<file path="config.mk">
export PLATFORM = sky130hd
export DESIGN_NAME = lphs_ctrl
export DESIGN_NICKNAME = d
export VERILOG_FILES = /design/src/sv/lphs_pkg.sv /design/src/sv/lphs_ctrl.sv
export SDC_FILE = /design/constraint.sdc
export NUM_CORES = 1
export LEC_CHECK = 0
export ABC_CLOCK_PERIOD_IN_PS = 2200
export BUFFER_PORTS_ARGS = -buffer_cell sky130_fd_sc_hd__clkbuf_2
export CORE_AREA = 5 5 42 44
export DETAILED_ROUTE_END_ITERATION = 7
export DIE_AREA = 0 0 47 49
export PLACE_DENSITY = 0.59
export RECOVER_POWER = 50
export SETUP_SLACK_MARGIN = 0.05
export SLEW_MARGIN = 0
export SYNTH_ARGS = -nofsm -noshare
export SYNTH_HDL_FRONTEND = slang
export SYNTH_SLANG_ARGS = --single-unit
</file>
<file path="constraint.sdc">
create_clock -name clock -period 2.2 [get_ports clock]
set_input_delay 0.11 -clock clock [delete_from_list [all_inputs] [get_ports clock]]
set_output_delay 0.11 -clock clock [all_outputs]
set_load 0.02 [all_outputs]
</file>
<file path="src/sv/lphs_pkg.sv">
package lphs_pkg;

   localparam int MAX_SLOTS  = 1024;
   localparam int SLOT_IDX_W = $clog2(MAX_SLOTS);
   localparam int CNT_W      = $clog2(MAX_SLOTS + 1);
   localparam int KEY_W      = 31;
   localparam int OP_W       = 2;
   localparam int BUCKET_W   = 11;
   localparam int DIV_CNT_W  = $clog2(KEY_W);
   localparam int REQ_DATA_W = ((OP_W + KEY_W + 7) / 8) * 8;
   localparam int RSP_DATA_W = 8;

   typedef enum logic [OP_W-1:0] {
      OP_INSERT = 2'd0,
      OP_SEARCH = 2'd1,
      OP_DELETE = 2'd2
   } op_type;

   typedef enum logic [1:0] {
      TAG_EMPTY   = 2'd0,
      TAG_USED    = 2'd1,
      TAG_DELETED = 2'd2
   } slot_tag_type;

   typedef struct packed {
      slot_tag_type     tag;
      logic [KEY_W-1:0] key;
   } slot_type;

   typedef enum logic [2:0] {
      ST_CLEAR,
      ST_IDLE,
      ST_DIV,
      ST_READ,
      ST_CHECK,
      ST_RESP
   } state_type;

   typedef struct packed {
      logic clr_step;
      logic load;
      logic div_step;
      logic rd;
      logic advance;
      logic wr_insert;
      logic wr_delete;
      logic res_set;
      logic res_val;
      logic rsp_load;
   } ctrl_cmd_type;

   typedef struct packed {
      logic   clear_last;
      op_type op;
      logic   full;
      logic   div_last;
      logic   rd_empty;
      logic   rd_match;
      logic   tomb_avail;
      logic   chain_end;
      logic   out_free;
   } ctrl_status_type;

endpackage

</file>
<file path="src/sv/lphs_ctrl.sv">
module lphs_ctrl (
   input  logic                      clock,
   input  logic                      reset,
   input  logic                      req_tvalid,
   output logic                      req_tready,
   input  lphs_pkg::ctrl_status_type status,
   output lphs_pkg::ctrl_cmd_type    cmd
);
   import lphs_pkg::*;

   state_type state_ff;
   state_type state_in;

   always_ff @(posedge clock) begin
      if (reset) begin
         state_ff <= ST_CLEAR;
      end else begin
         state_ff <= state_in;
      end
   end

   always_comb begin
      state_in   = state_ff;
      cmd        = '0;
      req_tready = 1'b0;
      case (state_ff)
         ST_CLEAR: begin
            cmd.clr_step = 1'b1;
            if (status.clear_last) begin
               state_in = ST_IDLE;
            end
         end
         ST_IDLE: begin
            req_tready = 1'b1;
            if (req_tvalid) begin
               cmd.load = 1'b1;
               state_in = ST_DIV;
            end
         end
         ST_DIV: begin
            // drop unknown ops and inserts into a full set before hashing
            if (!(status.op inside {OP_INSERT, OP_SEARCH, OP_DELETE})
                || (status.op == OP_INSERT && status.full)) begin
               cmd.res_set = 1'b1;
               cmd.res_val = 1'b0;
               state_in    = ST_RESP;
            end else begin
               cmd.div_step = 1'b1;
               if (status.div_last) begin
                  state_in = ST_READ;
               end
            end
         end
         ST_READ: begin
            cmd.rd   = 1'b1;
            state_in = ST_CHECK;
         end
         ST_CHECK: begin
            cmd.res_set = 1'b1;
            state_in    = ST_RESP;
            if (status.rd_empty) begin
               if (status.op == OP_INSERT) begin
                  cmd.wr_insert = 1'b1;
                  cmd.res_val   = 1'b1;
               end
            end else if (status.rd_match) begin
               case (status.op)
                  OP_SEARCH: cmd.res_val = 1'b1;
                  OP_DELETE: begin
                     cmd.wr_delete = 1'b1;
                     cmd.res_val   = 1'b1;
                  end
                  default: cmd.res_val = 1'b0;
               endcase
            end else begin
               cmd.advance = 1'b1;
               if (status.chain_end) begin
                  if (status.op == OP_INSERT && status.tomb_avail) begin
                     cmd.wr_insert = 1'b1;
                     cmd.res_val   = 1'b1;
                  end
               end else begin
                  cmd.res_set = 1'b0;
                  state_in    = ST_READ;
               end
            end
         end
         ST_RESP: begin
            if (status.out_free) begin
               cmd.rsp_load = 1'b1;
               state_in     = ST_IDLE;
            end
         end
         default: state_in = ST_CLEAR;
      endcase
   end

endmodule

</file>
==> results.toml <==
[clock_tree]
postCtsSetupBuffers = 0
cts_buffer_depth = 2
holdBufCountCts = 0
clk_pin_slew_ns = 0.04
cts.htree.levels = 1
cts_tree = "yes"
cts_resized = 0
cts_buffers = 3
clkLatencyLatePin_ns = 0.23
cts-root-buf = "clkbuf_4"
clkSinkCount = 3

[timing]
fmax_mhz = 595.3
layout_min_cycle_time_ns = 1.680
rsz0062_at_grt = "false"
worstMarginPinSlew_ns = 0.3998
timing.final.ws_setup_ns = 0.5202
fin_tns_setup_ns = 0
finalCritPeriodShare_pct = 76.35
drv_slew = 0
maxSlewHeadroom_pct = 73.10
final_hold_viol_count = 0
setup_violations = 0
skew_ns = 0.002295

[cells_and_area]
top_regs = "state_ff x3"
largest_reg_flops = 3
antennaDiodeCount = 0
finalNetCount = 91
top_register = "state_ff"
drive_above_1_share_pct = 31.08
nFillCells = 178
final_common_cell = "clkbuf_2"
area_delta_synth_final_pct = 36.55
final_cell_mix = "19 x clkbuf_2, 5 x clkbuf_1, 4 x inv_1, 4 x nand2_1, 4 x nor2_1"

[placed_design]
portBuffers = 23
dp_hpwl_um = 804
post-place-ws_ns = 0.7721
gp_congestion = 0.7690

[synth]
synthCells = 51
ys_async_sr_fraction_pct = 0
synthSimpleGateAreaFrac_pct = 37.59
synth_compound_area_share_pct = 22.07
seq_area_frac_synth_pct = 16.55
synth_xor_area_share_pct = 0
yosys.area_share.adder_pct = 10.34
synth_area_sq_um = 362.8
muxShareOfSynthArea_pct = 2.759
yosysWarnings = 0
synth_top_family_by_area = "simple AND/OR/NAND/NOR gates"
synth_nets = 67
synth-edff-count = 0
yosys_register_bits = 3
yosysUniqueCellTypes = 27
synth.avg_cell_area_sq_um = 7.115
synth_top_flop_cell = "dfxtp_1"

[routing]
drt_pass1_iterations = 2
antenna_left = 0
vias = 432
drc = 0
wire_per_inst_um = 10.89
drt_iter0_drc = 16
viasPerCell = 4.800
drt_wl_total_um = 980

[floorplan]
die_y_um = 49
die_area_sq_um = 2303
initial_utilization_pct = 25.89
die_w_um = 47
row_count = 14
fp.coreArea_sq_um = 1401
ioPinCount = 24

[worst_hold_path]
min_from = "reset"
whs_path_depth = 2
whs_endpoint = "state_ff[2]$_SDFFE_PP0P_"
worstHoldPathType = "in -> reg"

[setup_path]
cp.arrival_ns = 1.57
timing.rr.end = "state_ff[1]$_SDFFE_PP0P_"
critPathLaunchType = "flip-flop"
r2r-start = "state_ff[2]$_SDFFE_PP0P_"
r2r_slack_ns = 0.79
r2r_cells = 3
worstPathRequired_ns = 2.09
end_kind = "output pin"
crit_type = "reg -> out"
path_max_fanout = 11

[pwr]
p_leak_nw = 0.2317
p_per_area_nw_per_um2 = 525.4
irDropWorstVdd_mv = 0.2820

[global_routing]
grt_pass1_vias = 384
grt_use_total_pct = 9.276
grt_max_degree = 14
antenna_found_initial = 0
grt_first_pass_wirelength_mm = 1.573
grt-ovfl-total = 0

[job]
cap_violations = 0

[outcome]
status = "finished clean"
-- report_power, final --
| part | total (mW) | switching (mW) | internal [mW] |
|---|---|---|---|
| Sequential | 0.0743 | 0.0141 | 0.0601 |
| Combinational | 0.0860 | 0.0492 | 0.0367 |
| Clock | 0.100 | 0.0319 | 0.0682 |
| Total | 0.260 | 0.0953 | 0.165 |
-- worst max-delay path, stage by stage (launching register included) --
cell and delay, ns:
dfxtp_1 0.51, or3b_1 0.48, a21oi_1 0.16, clkbuf_2 0.19
-- kinds of logic after synthesis --
kind of cell / count (synthesis)
compound gates: 12
fa+ha+maj: 3
buf+inv: 8
flops: 3
mux: 1
simple gates: 24
-- worst max path at each step --
stage / start / to / slack [ns] / depth (start not counted)
final: state_ff[2]$_SDFFE_PP0P_ / cmd[1] / 0.52 / 3
after global routing: state_ff[2]$_SDFFE_PP0P_ / cmd[1] / 0.39 / 3
after CTS: state_ff[2]$_SDFFE_PP0P_ / cmd[5] / 0.51 / 3
after detailed placement: state_ff[2]$_SDFFE_PP0P_ / cmd[5] / 0.77 / 3
after global placement: state_ff[2]$_SDFFE_PP0P_ / cmd[5] / 0.77 / 3
after floorplan: state_ff[0]$_SDFFE_PP0P_ / state_ff[1]$_SDFFE_PP0P_ / 0.63 / 3
-- layer usage --
metal  global-route usage, %  vias to the layer above  part of all wire (%)  routed length [um]
met1                   11.57                      185                    42                 410
met2                   13.57                       22                    48                 472
li1                        -                      225                     -                   -
met5                       0                        -                     0                   0
met4                   4.147                        0                     0                   0
met3                   3.690                        0                   9.9                  97
-- area by class of cell --
type | count | area, sq um | share of cell area [%]
multi-input combinational | 40 | 264.0 | 53.28
timing repair buffer | 23 | 110.1 | 22.22
sequential | 3 | 60.06 | 12.12
clock buffer | 4 | 26.28 | 5.303
tap | 16 | 20.02 | 4.040
inverter | 4 | 15.01 | 3.030
-- through the flow --
step	total power [mW]	utilization, %	cell area, sq um	cells	hold WS, ns
floorplan	0.1337	-	362.8	51	0.1724
global placement	0.1635	33.84	474.2	86	0.3203
detailed placement	0.1628	33.84	474.2	86	0.3291
CTS	0.2658	35.71	500.5	90	0.08286
global route	0.2812	35.36	495.5	90	0.08059
finish	0.2603	35.36	495.5	90	0.09829
-- Yosys cell counts (all sizes together), types with 2 or more instances --
library cell | count | area (sq um)
o21ai | 3 | 15.01
nor4 | 3 | 18.77
ha | 3 | 37.54
nor2b | 2 | 12.51
buf | 2 | 16.26
a21oi | 4 | 23.77
clkbuf | 2 | 7.510
nor2 | 4 | 15.01
and2 | 2 | 12.51
or3b | 2 | 17.52
inv | 4 | 15.01
nand2 | 4 | 15.01
nor3 | 3 | 15.01
dfxtp | 3 | 60.06
Power figures use the tool's default switching activity.
